### config.mk
export PLATFORM = sky130hd
export DESIGN_NAME = button_gesture_classifier_core
export DESIGN_NICKNAME = d
export VERILOG_FILES = /design/src/design/bgc_pkg.sv /design/src/design/bgc_cfg_regs.sv /design/src/design/bgc_tracker.sv /design/src/design/button_gesture_classifier_core.sv
export SDC_FILE = /design/constraint.sdc
export NUM_CORES = 1
export LEC_CHECK = 0
export BUFFER_PORTS_ARGS = -buffer_cell sky130_fd_sc_hd__buf_2
export CORE_MARGIN = 2
export CORE_UTILIZATION = 47
export DETAILED_ROUTE_END_ITERATION = 8
export SKIP_LAST_GASP = 1
export SYNTH_ARGS = -nofsm -noshare
export SYNTH_HDL_FRONTEND = slang
export SYNTH_SLANG_ARGS = --single-unit
export TNS_END_PERCENT = 20
### constraint.sdc
create_clock -name clk_i -period 4.7 [get_ports clk_i]
set_clock_uncertainty 0.1 [all_clocks]
set_input_delay 0.94 -clock clk_i [delete_from_list [all_inputs] [get_ports clk_i]]
set_output_delay 0.94 -clock clk_i [all_outputs]
set_load 0.005 [all_outputs]
### src/design/bgc_pkg.sv
// ----------------------------------------------------------------------------
// bgc_pkg
// Shared types, constants and helpers of the button gesture classifier.
// ----------------------------------------------------------------------------
package bgc_pkg;

  localparam int TickBits  = 16;
  localparam int CfgBits   = 16;
  localparam int CmpBits   = (TickBits > CfgBits) ? TickBits : CfgBits;
  localparam int ClickBits = 8;
  localparam int EventNum  = 10;
  localparam int CodeBits  = 4;
  localparam int IdxBits   = 4;

  typedef logic [TickBits-1:0]  tick_t;
  typedef logic [CfgBits-1:0]   cfg_word_t;
  typedef logic [CmpBits-1:0]   cmp_t;
  typedef logic [ClickBits-1:0] click_t;
  typedef logic [EventNum-1:0]  events_t;

  typedef enum logic [IdxBits-1:0] {
    RegActiveLevel = 4'd0,
    RegClickTicks  = 4'd1,
    RegPressTicks  = 4'd2,
    RegLongTicks   = 4'd3,
    RegTimeout     = 4'd4,
    RegMultiGap    = 4'd5,
    RegRepeatStart = 4'd6,
    RegRepeatPer   = 4'd7
  } reg_idx_e;

  typedef enum logic [CodeBits-1:0] {
    EvNone       = 4'd0,
    EvClick      = 4'd1,
    EvDouble     = 4'd2,
    EvMulti      = 4'd3,
    EvPress      = 4'd4,
    EvLong       = 4'd5,
    EvTimeout    = 4'd6,
    EvHold       = 4'd7,
    EvLongRel    = 4'd8,
    EvPressRel   = 4'd9,
    EvClickRel   = 4'd10
  } event_code_e;

  typedef struct packed {
    logic      active_level;
    cfg_word_t click_ticks;
    cfg_word_t press_ticks;
    cfg_word_t long_press_ticks;
    cfg_word_t timeout_ticks;
    cfg_word_t multi_click_gap;
    cfg_word_t repeat_start_ticks;
    cfg_word_t repeat_period;
  } cfg_t;

  typedef struct packed {
    event_code_e code;
    events_t     pending;
  } result_t;

  function automatic tick_t sat_inc(input tick_t v);
    sat_inc = (v == {TickBits{1'b1}}) ? v : v + tick_t'(1);
  endfunction

  function automatic cmp_t tick_ext(input tick_t v);
    tick_ext = cmp_t'(v);
  endfunction

  function automatic cmp_t cfg_ext(input cfg_word_t v);
    cfg_ext = cmp_t'(v);
  endfunction

  function automatic events_t ev_bit(input event_code_e c);
    ev_bit = events_t'(1) << (c - EvClick);
  endfunction

endpackage

### src/design/bgc_cfg_regs.sv
// ----------------------------------------------------------------------------
// bgc_cfg_regs
// Configuration register file, written through a plain indexed write port.
// ----------------------------------------------------------------------------
module bgc_cfg_regs (
  input  logic                     clk_i,
  input  logic                     rst_ni,
  input  logic                     cfg_we_i,
  input  logic [bgc_pkg::IdxBits-1:0] cfg_index_i,
  input  bgc_pkg::cfg_word_t       cfg_data_i,
  output bgc_pkg::cfg_t            cfg_o
);

  bgc_pkg::cfg_t cfg_q;
  bgc_pkg::cfg_t cfg_d;

  always_comb begin
    cfg_d = cfg_q;
    if (cfg_we_i) begin
      case (bgc_pkg::reg_idx_e'(cfg_index_i))
        bgc_pkg::RegActiveLevel: cfg_d.active_level       = cfg_data_i[0];
        bgc_pkg::RegClickTicks:  cfg_d.click_ticks        = cfg_data_i;
        bgc_pkg::RegPressTicks:  cfg_d.press_ticks        = cfg_data_i;
        bgc_pkg::RegLongTicks:   cfg_d.long_press_ticks   = cfg_data_i;
        bgc_pkg::RegTimeout:     cfg_d.timeout_ticks      = cfg_data_i;
        bgc_pkg::RegMultiGap:    cfg_d.multi_click_gap    = cfg_data_i;
        bgc_pkg::RegRepeatStart: cfg_d.repeat_start_ticks = cfg_data_i;
        bgc_pkg::RegRepeatPer:   cfg_d.repeat_period      = cfg_data_i;
        default: ;
      endcase
    end
  end

  always_ff @(posedge clk_i or negedge rst_ni) begin
    if (!rst_ni) begin
      cfg_q.active_level       <= 1'b0;
      cfg_q.click_ticks        <= bgc_pkg::cfg_word_t'(5);
      cfg_q.press_ticks        <= bgc_pkg::cfg_word_t'(50);
      cfg_q.long_press_ticks   <= bgc_pkg::cfg_word_t'(200);
      cfg_q.timeout_ticks      <= bgc_pkg::cfg_word_t'(1000);
      cfg_q.multi_click_gap    <= bgc_pkg::cfg_word_t'(30);
      cfg_q.repeat_start_ticks <= bgc_pkg::cfg_word_t'(300);
      cfg_q.repeat_period      <= bgc_pkg::cfg_word_t'(20);
    end else begin
      cfg_q <= cfg_d;
    end
  end

  assign cfg_o = cfg_q;

endmodule

### src/design/bgc_tracker.sv
// ----------------------------------------------------------------------------
// bgc_tracker
// Button status, tick counters, click burst and pending event mask; updated
// once per processed beat, with the pop of the lowest pending event when pop_i is set.
// ----------------------------------------------------------------------------
module bgc_tracker (
  input  logic              clk_i,
  input  logic              rst_ni,
  input  logic              fire_i,
  input  logic              pin_i,
  input  logic              pop_i,
  input  bgc_pkg::cfg_t     cfg_i,
  output bgc_pkg::result_t  res_o
);

  logic               pushed_q, pushed_d;
  bgc_pkg::tick_t     pticks_q, pticks_d;
  bgc_pkg::tick_t     rticks_q, rticks_d;
  bgc_pkg::click_t    clicks_q, clicks_d;
  bgc_pkg::tick_t     div_q, div_d;
  bgc_pkg::events_t   flags_q, flags_d;

  logic               now_pushed;
  bgc_pkg::events_t   upd;
  bgc_pkg::events_t   lowest;
  logic [bgc_pkg::CodeBits-1:0] code;

  always_comb begin
    now_pushed = (pin_i == cfg_i.active_level);
    pushed_d   = now_pushed;
    pticks_d   = pticks_q;
    rticks_d   = rticks_q;
    clicks_d   = clicks_q;
    div_d      = div_q;
    upd        = flags_q;

    if (now_pushed && !pushed_q) begin
      if (bgc_pkg::tick_ext(rticks_q) > bgc_pkg::cfg_ext(cfg_i.multi_click_gap)) begin
        clicks_d = '0;
      end
      rticks_d = '0;
    end else if (!now_pushed && pushed_q) begin
      div_d = '0;
      if (bgc_pkg::tick_ext(pticks_q) > bgc_pkg::cfg_ext(cfg_i.timeout_ticks)) begin
        upd = flags_q;
      end else if (bgc_pkg::tick_ext(pticks_q) >
                   bgc_pkg::cfg_ext(cfg_i.long_press_ticks)) begin
        upd = upd | bgc_pkg::ev_bit(bgc_pkg::EvLongRel);
      end else if (bgc_pkg::tick_ext(pticks_q) > bgc_pkg::cfg_ext(cfg_i.press_ticks)) begin
        upd = upd | bgc_pkg::ev_bit(bgc_pkg::EvPressRel);
      end else if (bgc_pkg::tick_ext(pticks_q) > bgc_pkg::cfg_ext(cfg_i.click_ticks)) begin
        upd = upd | bgc_pkg::ev_bit(bgc_pkg::EvClickRel);
      end
      pticks_d = '0;
    end

    if (now_pushed) begin
      if (bgc_pkg::tick_ext(pticks_d) == bgc_pkg::cfg_ext(cfg_i.click_ticks)) begin
        if (clicks_d != {bgc_pkg::ClickBits{1'b1}}) begin
          clicks_d = clicks_d + bgc_pkg::click_t'(1);
        end
        if (clicks_d == bgc_pkg::click_t'(2)) begin
          upd = upd | bgc_pkg::ev_bit(bgc_pkg::EvDouble);
        end else if (clicks_d > bgc_pkg::click_t'(2)) begin
          upd = upd | bgc_pkg::ev_bit(bgc_pkg::EvMulti);
        end
        upd = upd | bgc_pkg::ev_bit(bgc_pkg::EvClick);
      end else if (bgc_pkg::tick_ext(pticks_d) == bgc_pkg::cfg_ext(cfg_i.press_ticks)) begin
        upd = upd | bgc_pkg::ev_bit(bgc_pkg::EvPress);
      end else if (bgc_pkg::tick_ext(pticks_d) ==
                   bgc_pkg::cfg_ext(cfg_i.long_press_ticks)) begin
        upd = upd | bgc_pkg::ev_bit(bgc_pkg::EvLong);
      end else if (bgc_pkg::tick_ext(pticks_d) ==
                   bgc_pkg::cfg_ext(cfg_i.timeout_ticks)) begin
        upd = upd | bgc_pkg::ev_bit(bgc_pkg::EvTimeout);
      end

      if (bgc_pkg::tick_ext(pticks_d) > bgc_pkg::cfg_ext(cfg_i.repeat_start_ticks)) begin
        if (bgc_pkg::tick_ext(div_d) > bgc_pkg::cfg_ext(cfg_i.repeat_period)) begin
          upd   = upd | bgc_pkg::ev_bit(bgc_pkg::EvHold);
          div_d = '0;
        end else begin
          div_d = bgc_pkg::sat_inc(div_d);
        end
      end
      pticks_d = bgc_pkg::sat_inc(pticks_d);
    end else begin
      rticks_d = bgc_pkg::sat_inc(rticks_d);
    end

    // isolate the lowest pending bit and encode it
    lowest = pop_i ? (upd & (~upd + bgc_pkg::events_t'(1))) : '0;
    code   = '0;
    for (int i = 0; i < bgc_pkg::EventNum; i++) begin
      if (lowest[i]) begin
        code = code | bgc_pkg::CodeBits'(i + 1);
      end
    end
    flags_d = upd & ~lowest;

    res_o.code    = bgc_pkg::event_code_e'(code);
    res_o.pending = flags_d;
  end

  always_ff @(posedge clk_i or negedge rst_ni) begin
    if (!rst_ni) begin
      pushed_q <= 1'b0;
      pticks_q <= '0;
      rticks_q <= '0;
      clicks_q <= '0;
      div_q    <= '0;
      flags_q  <= '0;
    end else if (fire_i) begin
      pushed_q <= pushed_d;
      pticks_q <= pticks_d;
      rticks_q <= rticks_d;
      clicks_q <= clicks_d;
      div_q    <= div_d;
      flags_q  <= flags_d;
    end
  end

  a_released_no_pticks: assert property (@(posedge clk_i) disable iff (!rst_ni)
    !pushed_q |-> (pticks_q == '0))
    else $error("pushed tick count nonzero while released");

  a_pushed_no_rticks: assert property (@(posedge clk_i) disable iff (!rst_ni)
    pushed_q |-> (rticks_q == '0))
    else $error("released tick count nonzero while pushed");

  a_released_no_div: assert property (@(posedge clk_i) disable iff (!rst_ni)
    !pushed_q |-> (div_q == '0))
    else $error("repeat divider running while released");

endmodule

### src/design/button_gesture_classifier_core.sv
// ----------------------------------------------------------------------------
// button_gesture_classifier_core
// Push-button click / press / long-press classifier with a pending event mask.
// ----------------------------------------------------------------------------
// One beat in is one tick; every beat gives exactly one result beat carrying
// the popped event code (zero when nothing is popped) and the pending mask
// left afterwards. A beat is registered on entry, classified by one pass of
// compare and counter logic and registered again at the output; one beat is
// taken every cycle while the output is not stalled. Configuration is written
// through cfg_we_i / cfg_index_i / cfg_data_i; the user must write it only
// while no beat is in flight, which the block itself does not enforce.
module button_gesture_classifier_core (
  input  logic                        clk_i,
  input  logic                        rst_ni,
  input  logic                        in_valid_i,
  output logic                        in_stall_o,
  input  logic                        pin_level_i,
  input  logic                        pop_event_i,
  output logic                        out_valid_o,
  input  logic                        out_stall_i,
  output logic [bgc_pkg::CodeBits-1:0] event_code_o,
  output bgc_pkg::events_t            pending_events_o,
  input  logic                        cfg_we_i,
  input  logic [bgc_pkg::IdxBits-1:0] cfg_index_i,
  input  bgc_pkg::cfg_word_t          cfg_data_i
);

  bgc_pkg::cfg_t    cfg;
  bgc_pkg::result_t res;

  logic             in_vld_q, in_vld_d;
  logic             pin_q, pop_q;
  logic             out_vld_q, out_vld_d;
  bgc_pkg::result_t out_q;
  logic             accept;
  logic             fire;

  bgc_cfg_regs u_cfg (
    .clk_i       (clk_i),
    .rst_ni      (rst_ni),
    .cfg_we_i    (cfg_we_i),
    .cfg_index_i (cfg_index_i),
    .cfg_data_i  (cfg_data_i),
    .cfg_o       (cfg)
  );

  bgc_tracker u_tracker (
    .clk_i  (clk_i),
    .rst_ni (rst_ni),
    .fire_i (fire),
    .pin_i  (pin_q),
    .pop_i  (pop_q),
    .cfg_i  (cfg),
    .res_o  (res)
  );

  always_comb begin
    fire       = in_vld_q && (!out_vld_q || !out_stall_i);
    in_stall_o = in_vld_q && !fire;
    accept     = in_valid_i && !in_stall_o;
    in_vld_d   = accept || (in_vld_q && !fire);
    out_vld_d  = fire || (out_vld_q && out_stall_i);
  end

  always_ff @(posedge clk_i or negedge rst_ni) begin
    if (!rst_ni) begin
      in_vld_q  <= 1'b0;
      out_vld_q <= 1'b0;
    end else begin
      in_vld_q  <= in_vld_d;
      out_vld_q <= out_vld_d;
    end
  end

  always_ff @(posedge clk_i) begin
    if (accept) begin
      pin_q <= pin_level_i;
      pop_q <= pop_event_i;
    end
    if (fire) begin
      out_q <= res;
    end
  end

  assign out_valid_o      = out_vld_q;
  assign event_code_o     = out_q.code;
  assign pending_events_o = out_q.pending;

  a_stall_needs_item: assert property (@(posedge clk_i) disable iff (!rst_ni)
    in_stall_o |-> in_vld_q)
    else $error("input stalled with an empty input register");

  a_fire_loads_out: assert property (@(posedge clk_i) disable iff (!rst_ni)
    fire |=> out_vld_q)
    else $error("processed beat did not reach the output register");

  a_popped_cleared: assert property (@(posedge clk_i) disable iff (!rst_ni)
    (out_vld_q && (out_q.code != bgc_pkg::EvNone)) |->
      !out_q.pending[out_q.code - bgc_pkg::EvClick])
    else $error("popped event still pending");

endmodule
### Yosys cells after proc, flatten, opt, wreduce, memory -nomap -nowiden

Cells that the tools add are included.

| word-level totals | value |
|---|---|
| logic and storage cells | 126 |
| input bits | 27 |
| output and inout port bits | 16 |
| register bits | 198 |

| operators by class | value |
|---|---|
| add/sub/neg operators | 5 |
| reductions and logical operators | 25 |
| bitwise operators | 4 |
| eq/ne operators | 17 |
| magnitude comparators | 8 |
| multiplexer cells | 45 |

Operators with widths:

| kind | number |
|---|---|
| 16-bit 2-to-1 mux | 13 |
| 16-bit > comparator | 7 |
| 10-bit 2-to-1 mux | 7 |
| 16-bit == test | 4 |
| 8-bit 2-to-1 mux | 7 |
| 16-bit by 1-bit adder with 16-bit output, second input constant | 3 |
| 16-bit == test, second input constant | 3 |
| 6-bit 2-to-1 mux | 4 |
| 7-bit 2-to-1 mux | 3 |
| 10-bit bitwise AND | 2 |
| 10-bit inverter | 2 |
| 3-bit 2-to-1 mux | 6 |
| 4-bit by 3-bit == test with 1-bit output, second input constant | 4 |
| 2-bit AND reduction | 8 |
| 10-bit by 1-bit adder with 10-bit output, second input constant | 1 |
| 8-bit by 1-bit adder with 8-bit output, second input constant | 1 |
| 4-bit by 2-bit == test with 1-bit output, second input constant | 2 |
| 8-bit by 2-bit == test with 1-bit output, second input constant | 1 |
| 8-bit by 2-bit > comparator with 1-bit output, second input constant | 1 |
| 4-bit 2-to-1 mux | 2 |
| 8-bit inequality test, second input constant | 1 |
| 1-bit logical AND | 6 |
| 1-bit logical NOT | 6 |
| 4-bit by 1-bit == test with 1-bit output, second input constant | 1 |
| 6 further kinds | 9 |

### Longest topological paths before layout

Gate-level depths: netlist of run 1.

| depth | value |
|---|---|
| depth after elaboration | 28 |
| gate-level depth with buffers | 19 |
| gate-level depth less buffers | 19 |

### Hierarchy

Synthesis of run 1 repeated with hierarchy kept, for this count alone.

| second synthesis, totals | value |
|---|---|
| cell total of the unflattened synthesis | 1,352 |
| area total of the unflattened synthesis | 13,206.4 um2 |

Modules (own cells, without submodules):

| module | area each (um2) | instances | cells an instance | sequential area each (um2) |
|---|---|---|---|---|
| bgc_tracker | 8,209.1 | 1 | 1,079 | 1,676.6 |
| bgc_cfg_regs | 4,424.2 | 1 | 249 | 2,857.7 |
| button_gesture_classifier_core | 573.0 | 1 | 24 | 530.5 |

### Worst setup path after synthesis of run 1

OpenSTA, ideal clock, no wires.

| timing | value |
|---|---|
| path kind | register to register |
| start | register u_cfg.cfg_q, in the netlist u_cfg.cfg_o[112] |
| end | register out_q, in the netlist event_code_o[1], data pin |
| path buffers | 4 |
| library setup time | 0.271 ns |
| path slack | 0.600 ns |
| arrival time | 3.729 ns |
| cell stages (with the launch flop) | 18 |
| clock period less this slack | 4.100 ns |
| required time | 4.329 ns |
| path through | dfrtp_1 -> xor2_2 -> buf_6 -> nand2_2 -> clkbuf_1 -> clkbuf_1 -> clkbuf_1 -> and2_1 -> ha_1 -> a211oi_1 -> o21ai_0 -> a211oi_1 -> o21bai_1 -> o211ai_1 -> nor2_1 -> or2_2 -> a211oi_1 -> o22ai_1 |

| between the ends | value |
|---|---|
| cells in the longest elaborated chain, start to end | 25 |
| elaborated cells between the ends (all ways) | 45 |
| classes of those cells | add/sub: 2; order compare: 3; eq/ne: 7; mux: 28; bitwise: 2; reduce/logical: 3 |

Ends and longest elaborated chain:

| element | line | RTL |
|---|---|---|
| start, declared | bgc_cfg_regs.sv:14 | `bgc_pkg::cfg_t cfg_q;` |
| start signal, assigned | bgc_cfg_regs.sv:45 | `cfg_q <= cfg_d;` |
| 1-bit == test (*) | bgc_tracker.sv:29 | `now_pushed = (pin_i == cfg_i.active_level);` |
| 1-bit logical AND | bgc_tracker.sv:37 | `if (now_pushed && !pushed_q) begin` |
| 8-bit 2-to-1 mux | bgc_tracker.sv:37 |  |
| 8-bit by 1-bit adder with 8-bit output or 8-bit inequality test (tied branches) | bgc_tracker.sv:60, bgc_tracker.sv:59 |  |
| 8-bit 2-to-1 mux | bgc_tracker.sv:59 | `if (clicks_d != {bgc_pkg::ClickBits{1'b1}}) begin` |
| 8-bit 2-to-1 mux | bgc_tracker.sv:58 | `if (bgc_pkg::tick_ext(pticks_d) == bgc_pkg::cfg_ext(cfg_i.click_ticks)) begin` |
| 8-bit 2-to-1 mux | bgc_tracker.sv:57 | `if (now_pushed) begin` |
| 8-bit by 2-bit > comparator with 1-bit output or 8-bit by 2-bit == test with 1-bit output (tied branches) | bgc_tracker.sv:64, bgc_tracker.sv:62 |  |
| [5 not listed] | - |  |
| 7-bit 2-to-1 mux or 10-bit inverter (tied branches) | bgc_tracker.sv:57, bgc_tracker.sv:92 |  |
| 10-bit inverter or 10-bit by 1-bit adder with 10-bit output (tied branches) | bgc_tracker.sv:92 | `lowest = pop_i ? (upd & (~upd + bgc_pkg::events_t'(1))) : '0;` |
| 10-bit by 1-bit adder with 10-bit output or 10-bit bitwise AND (tied branches) | bgc_tracker.sv:92 |  |
| 10-bit bitwise AND (*) | bgc_tracker.sv:92 |  |
| 10-bit 2-to-1 mux (*) | bgc_tracker.sv:92 |  |
| 2-bit 2-to-1 mux | bgc_tracker.sv:95 | `if (lowest[i]) begin` |
| 3-bit 2-to-1 mux (4 in a row) | bgc_tracker.sv:95 |  |
| 4-bit 2-to-1 mux (2 in a row) | bgc_tracker.sv:95 |  |
| end signal, assigned | button_gesture_classifier_core.sv:81 | `out_q <= res;` |
| end, declared | button_gesture_classifier_core.sv:34 | `bgc_pkg::result_t out_q;` |

Every way passes the cells marked *; elsewhere a longest branch is shown, timed or not. The select of a mux whose other input is x is not followed.
A chain may end at the register's enable or synchronous reset.

==> results of run 1 <==
-- power by group through the flow --
stage | sequential (mW) | combinational, mW | clock, mW
final | 2.34 | 1.70 | 1.51
after global routing | 2.38 | 1.91 | 1.60
after CTS | 2.33 | 1.69 | 1.53
after detailed placement | 2.37 | 1.68 | 0
after global placement | 2.36 | 1.65 | 0
after floorplan | 2.25 | 1.25 | 0
-- cell usage in the layout, fill, tap and decap left out, types with 15 or more instances in the layout --
master	n
nand2_1	162
dfrtp_1	158
inv_1	134
o21ai_0	124
ha_1	116
nor2_1	76
a21oi_1	66
mux2_2	57
a31oi_1	45
buf_2	41
nand3_1	35
nand4_1	34
buf_4	34
and2_1	32
xnor2_1	32
dfstp_2	24
nor4bb_1	21
o32ai_1	20
nor3_1	18
clkbuf_16	17
edfxtp_1	16
o211ai_1	15
-- cell type report --
class	count	area, um2	share of cell area
Timing Repair Buffer	77	494	0.0341
Inverter	135	507	0.0349
Clock inverter	14	149	0.0103
Multi-Input combinational cell	1064	7390	0.509
Sequential cell	198	5060	0.349
Tap cell	378	473	0.0326
Clock buffer	18	439	0.0303
-- layer usage --
layer / track usage / part of all wire / up-vias
met5: 0 / 0 / -
met4: 0.102 / 0.035 / 0
met3: 0.0582 / 0.061 / 64
met2: 0.432 / 0.45 / 335
met1: 0.363 / 0.45 / 5375
li1: - / - / 5350
-- Yosys cell counts (all sizes together) (15+ instances only) --
| cell | number |
|---|---|
| nand2 | 163 |
| dfrtp | 158 |
| inv | 135 |
| o21ai | 127 |
| ha | 116 |
| nor2 | 78 |
| a21oi | 67 |
| mux2 | 57 |
| a31oi | 45 |
| clkbuf | 44 |
| nand3 | 35 |
| nand4 | 35 |
| xnor2 | 33 |
| and2 | 32 |
| dfstp | 24 |
| o32ai | 22 |
| nor4bb | 21 |
| nor3 | 18 |
| edfxtp | 16 |
| o211ai | 15 |
-- worst register-to-register path, cell delays in order, from the launching register on --
cell and delay [ps]:
dfrtp_1 430, ha_1 320, nand4_1 110, nor2_1 210
nand2_1 100, o21ai_0 700, nor2_1 340, nor2_1 170
ha_1 250, and3_1 220, and2_1 170, o21ai_0 80
o31ai_1 60, and3_1 200, o211ai_1 120, o211a_1 170
o22ai_1 180, a21oi_1 60
-- logic make-up (layout without fill, tap and decap cells) --
group	count (synthesis)	in the layout
xor gates and xnor gates	45	45
muxes	63	63
and+or+nand+nor	456	456
buffers and inverters	193	244
AOI/OAI and AO/OA	384	384
adders and majority gates	116	116
DFF	198	198
-- registers in the layout (all words and copies together) (netlist names), 4 cells and up --
name	flops
u_cfg.cfg_o	113
u_tracker.div_q	16
u_tracker.pticks_q	16
u_tracker.rticks_q	16
pending_events_o	10
u_tracker.flags_q	10
u_tracker.clicks_q	8
event_code_o	4
-- worst max-delay path by stage --
stage               slack, ps  depth (start not counted)                   start                  end
finish                    470                         17  u_tracker.rticks_q[13]  pending_events_o[2]
global route              140                         17  u_tracker.rticks_q[11]  pending_events_o[2]
CTS                       460                         17  u_tracker.rticks_q[13]  pending_events_o[2]
detailed placement        470                         17  u_tracker.rticks_q[13]  pending_events_o[2]
global placement          530                         17  u_tracker.rticks_q[13]  pending_events_o[2]
floorplan                 600                         17        u_cfg.cfg_o[112]      event_code_o[1]
-- per-stage QoR --
stage / worst slack [ps] / hold WS [ps] / instances / power, mW / utilization
final: 467 / 378 / 1884 / 5.54 / 0.524
after global routing: 135 / 431 / 1884 / 5.89 / 0.524
after CTS: 461 / 385 / 1884 / 5.56 / 0.524
after detailed placement: 472 / 369 / 1852 / 4.05 / 0.503
after global placement: 529 / 364 / 1852 / 4.01 / 0.503
after floorplan: 600 / 349 / 1455 / 3.50 / -
==> qor.csv, run 1 <==
metric,value,unit
status,"complete, no violations",
Overall Global Routing Usage,0.272,
final hold violations,0,
1st-iter DRT viols,884,
family with the most delay on the worst path,simple AND/OR/NAND/NOR gates,
Via-to-Cell Ratio,5.90,
net count after synthesis,1598,
Pre-Repair DR Iteration Count,6,
Max Freq,236,MHz
layout overhead on the synthesized area,9.88,%
crit start category,flop,
P_sw,2.07,mW
ant diodes,0,
Synth Area in Adders,0.110,
max cap viols,0,
cells after synthesis,1455,
synthesized area,0.0132,mm2
compound-cell area share of the yosys netlist,0.187,
xor and xnor area share after synthesis,0.0310,
highest cell delay on the worst timing path,700,ps
"EDFF count, synth",16,
power density cells,382,mW/mm2
Critical Path Sink Type,flop,
endpoints failing setup,0,
initial antenna violation count,1,
vias in the first global route,10600,
slowest CP cell,o21ai_0,
Required @ worst endpoint,4800,ps
CTS Buf Count,17,
H-tree depth,4,
Initial Util,0.477,
post-CTS resize count,0,
DRC errors left,0,
clock network power share,0.271,
Synthesis Warnings,0,
worst hold stages,2,
Hold Crit Class,flop to flop,
CTS tree,yes,
top cell type's share of synthesized area,0.299,
max-slew violations,0,
main combinational cell family by area after synthesis,compound AO/OA/AOI/OAI gates,
CP arrival,4330,ps
largest net degree at the start of global routing,103,
worst-path maximum fanout,9,
FF-to-FF End,pending_events_o[2],
Slew headroom,0.300,
Flop pwr share,0.422,
Yosys top cell by area,dfrtp_1,
post-DP HPWL,27.2,mm
RSZ-0062 raised after global routing,no,
# IOs,43,
clock buffer depth,2,
total wire length,38.6,mm
Worst-Margin Slew,1020,ps
Netlist cell types,83,
"FFs w/ async S/R, synth",0.919,
leakage power,6.33,nW
layout cells sized above 1,0.143,
Reg2Reg Setup Slack,470,ps
"Seq/Total Area, Yosys",0.383,
num rows,61,
IO Port Bufs,42,
Max VDD drop,0.254,mV
Core ar.,0.0277,mm2
main flop type after synthesis,dfrtp_1,
Die X,172,um
CP Cell Sequence,"ha_1, nand4_1, nor2_1, nand2_1, o21ai_0, nor2_1, nor2_1, ha_1, and3_1, and2_1, o21ai_0, o31ai_1, and3_1, o211ai_1, o211a_1, o22ai_1, a21oi_1",
Sink Count,198,
average wire per standard cell,20.5,um
Power Internal,3.47,mW
mux cell area share after synthesis,0.0531,
cell mode on critical path,nor2_1,
RR Startpoint,u_tracker.rticks_q[13],
total global routing overflow,0,
clock root cell,clkbuf_16,
first-pass GRT wire length,60.3,mm
FILL cells,2600,
Final Cell Area,0.0145,mm2
Logic pwr share,0.306,
Post-CTS Setup Inserts,0,
Hold Path End,u_tracker.flags_q[7],
placed cell area,0.0139,mm2
gpl congestion,0.923,
"Hold-fix buffers, CTS",0,
final setup TNS,0,ps
Simple-Gate Fraction of Synth Area,0.177,
worst skew pair latency,450,ps
category of the most critical setup path,flop to flop,
fin crit share,0.901,
clk slew on worst S/H paths,80,ps
Synth Register Bits,198,
DRT antenna net count,0,
Die ar.,0.0295,mm2
Crit path buffers/inverters,0,
Worst R2R Path Depth,17,
worst hold start,u_tracker.flags_q[7],
largest cells by area after synthesis,"dfrtp_1, ha_1, mux2_2",
nets,1636,
die height,172,um
via count,11100,
min Tclk post-route,4230,ps
Sw Ratio,0.374,
Avg Synthesized Cell Area,9.08,um2
(Power assumes the default switching activity.)
==> inputs of run 2 (changes only) <==
Settings changed: CORE_ASPECT_RATIO from default to 1.75, RECOVER_POWER from default to 25, SYNTH_HIERARCHICAL from default to 1.
==> run 2 against run 1 <==
  * The run now ends with capacitance limit, slew limit left
  * Critical path depth grew 2
  * Cell count down 5.1%
  * Utilization down 0.46 points
  * First-iteration DRC count up 2.4%
  * Largest cell class unchanged
  * Sequential share of layout area rose by 0.23 points
  * Via count decreased by 1.3%
  * Synthesized cell count decreased by 7.1%
  * Non-clock buffer count down 1
  * Register-to-register slack worse by 160 ps
  * Worst setup slack got worse by 160 ps
  * Maximum frequency down 3.6%
  * Global-route usage rose by 1.7 points
==> qor.csv, run 2 <==
metric,value,unit,change
layout overhead on the synthesized area,9.18,%,
1st-iter DRT viols,905,,+2.4%
num rows,81,,+33%
CTS Buf Count,17,,unchanged
"Hold-fix buffers, CTS",0,,unchanged
final worst setup slack,311,ps,-156 ps
top cell type's share of synthesized area,0.299,,about the same
CP arrival,4500,ps,+170 ps
Critical Path Sink Type,flop,,
worst hold slack,394,ps,+15.5 ps
Die ar.,0.0295,mm2,+0.17%
area occupied by multi-input gates,0.00731,mm2,-1.0%
Yosys top cell by area,dfrtp_1,,
clk slew on worst S/H paths,70,ps,about the same
"Power, Total",5.59,mW,+0.76%
met3 Use GR,0.0538,,-0.00444
violated checks,"capacitance limit, slew limit",,
"commonest cells after routing, fill and taps aside","dfrtp_1, inv_1, ha_1",,
CTS tree,yes,,
fin crit share,0.934,,+0.0332
Max VDD drop,0.304,mV,+20%
Synth Register Bits,198,,unchanged
die height,226,um,+32%
final hold violations,0,,unchanged
slowest CP cell,dfstp_2,,
Die X,131,um,-24%
gpl congestion,0.984,,+6.6%
IO Port Bufs,42,,unchanged
via count,11000,,-1.3%
main flop type after synthesis,dfrtp_1,,
net count after synthesis,1495,,-6.4%
Synth top cells by count,"dfrtp_1, inv_1, ha_1, mux2_2, nand2_1",,
DRC errors left,0,,unchanged
clock root cell,clkbuf_16,,
"Seq/Total Area, Yosys",0.384,,about the same
"FFs w/ async S/R, synth",0.919,,unchanged
vias in the first global route,11100,,+4.7%
cells after synthesis,1352,,-7.1%
placed cell area,0.0139,mm2,-0.36%
worst skew pair latency,460,ps,about the same
post-CTS resize count,0,,unchanged
storage element area,0.00506,mm2,unchanged
Via-to-Cell Ratio,6.14,,+4.0%
endpoints failing setup,0,,unchanged
Worst-Margin Slew,2700,ps,+1680 ps
met2 track utilization from global routing,0.497,,+0.0648
total global routing overflow,0,,unchanged
worst-path maximum fanout,5,,-4
largest cells by area after synthesis,"dfrtp_1, ha_1, mux2_2",,
CP Cell Sequence,"inv_1, ha_1, nor2b_1, o21a_1, o21a_1, o21bai_1, a21oi_1, o21ai_1, and2_1, ha_1, and3_1, and3_1, and3_1, nor3_1, o211ai_1, or2_1, a21o_1, a221o_1, a22o_1",,
Max Freq,228,MHz,-3.6%
Core ar.,0.0278,mm2,+0.23%
# IOs,43,,unchanged
initial antenna violation count,1,,unchanged
Slew headroom,-0.802,,-1.10
category of the most critical setup path,flop to flop,,
leakage power,6.53,nW,+3.2%
Post-CTS Setup Inserts,0,,unchanged
FILL cells,2638,,+1.5%
H-tree depth,4,,unchanged
max reg flops,113,,unchanged
clock buffer depth,2,,unchanged
Hold Crit Class,flop to flop,,
Netlist cell types,92,,+11%
largest net degree at the start of global routing,105,,+1.9%
Pre-Repair DR Iteration Count,6,,unchanged
max-slew violations,105,,+105
Final Cell Area,0.0144,mm2,-0.65%
max cap viols,1,,+1
nets,1544,,-5.6%
Cells after DPL,1755,,-5.2%
Synthesis Warnings,6,,+6
average wire per standard cell,23.1,um,+13%
cell mode on critical path,and3_1,,
Overall Global Routing Usage,0.289,,+0.0174
first-pass GRT wire length,62.9,mm,+4.3%
Required @ worst endpoint,4810,ps,about the same
power density cells,387,mW/mm2,+1.4%
highest cell delay on the worst timing path,530,ps,-170 ps
Post-Route Utilization,0.519,,-0.00458
"commonest non-fill, non-tap cell in the layout",dfrtp_1,,
status,"finished, violations left",,
GR peak layer,met2,,
RSZ-0062 raised after global routing,no,,
DP Worst Slack,323,ps,-149 ps
top-count cell post-synth,dfrtp_1,,
fin cells,1788,,-5.1%
Initial Util,0.476,,-0.00114
synthesized area,0.0132,mm2,about the same
Avg Synthesized Cell Area,9.77,um2,+7.6%
post-DP HPWL,30.4,mm,+12%
DRT antenna net count,0,,unchanged
met1 Track Usage GR,0.314,,-0.0489
total wire length,41.3,mm,+7.1%
"EDFF count, synth",16,,unchanged
Sink Count,198,,unchanged
final setup TNS,0,ps,unchanged
crit start category,flop,,
layout cells sized above 1,0.194,,+0.0504
min Tclk post-route,4390,ps,+156 ps
[run 2: cells by family after synthesis]
logic type               synth area share
AO/OA/AOI/OAI                       0.151
XOR/XNOR                           0.0250
adder cells (fa/ha/maj)             0.110
buffers and inverters              0.0633
flip-flops                          0.384
multiplexers                        0.107
AND/OR/NAND/NOR                     0.160
[run 2: area by class of cell]
| type | count | share of cell area |
|---|---|---|
| Tap cell | 373 | 0.0324 |
| Inverter | 147 | 0.0383 |
| Multi-Input combinational cell | 961 | 0.507 |
| Antenna cell | 1 | 0.000174 |
| Clock inverter | 14 | 0.00885 |
| Timing Repair Buffer | 76 | 0.0322 |
| Clock buffer | 18 | 0.0298 |
| Sequential cell | 198 | 0.351 |
[run 2: worst max-delay path: cells and delay by family (launching register included)]
kind	cells	cell delay, ps
simple gates	7	1530
fa+ha+maj	2	520
buf+inv	1	40
compound gates	9	1430
flops	1	530
[run 2: final timing paths]
path                                     from             endpoint  slack (ps)  cells after the start
max                           u_cfg/cfg_o[33]  pending_events_o[2]         310                     19
min                        u_tracker/div_q[6]   u_tracker/div_q[6]         390                      1
max reg2reg                   u_cfg/cfg_o[33]  pending_events_o[2]         310                     19
min reg2reg                u_tracker/div_q[6]   u_tracker/div_q[6]         390                      1
max in group asynchronous              rst_ni      u_cfg/cfg_o[54]        1670                      2
min in group asynchronous              rst_ni      u_cfg/cfg_o[37]        1230                      1
[run 2: layer usage]
layer  vias up  part of all wire  wire, um
li1       5056                 -         -
met1      5390              0.36     15000
met2       363              0.51     21000
met3       172             0.051      2110
met4         0             0.078      3240
met5         -                 0         0
[run 2: power by group]
group	internal (mW)	total, mW	switching, mW
sequential	2.05	2.38	0.335
combinational	0.758	1.77	1.02
clock	0.734	1.43	0.696
total	3.54	5.59	2.05
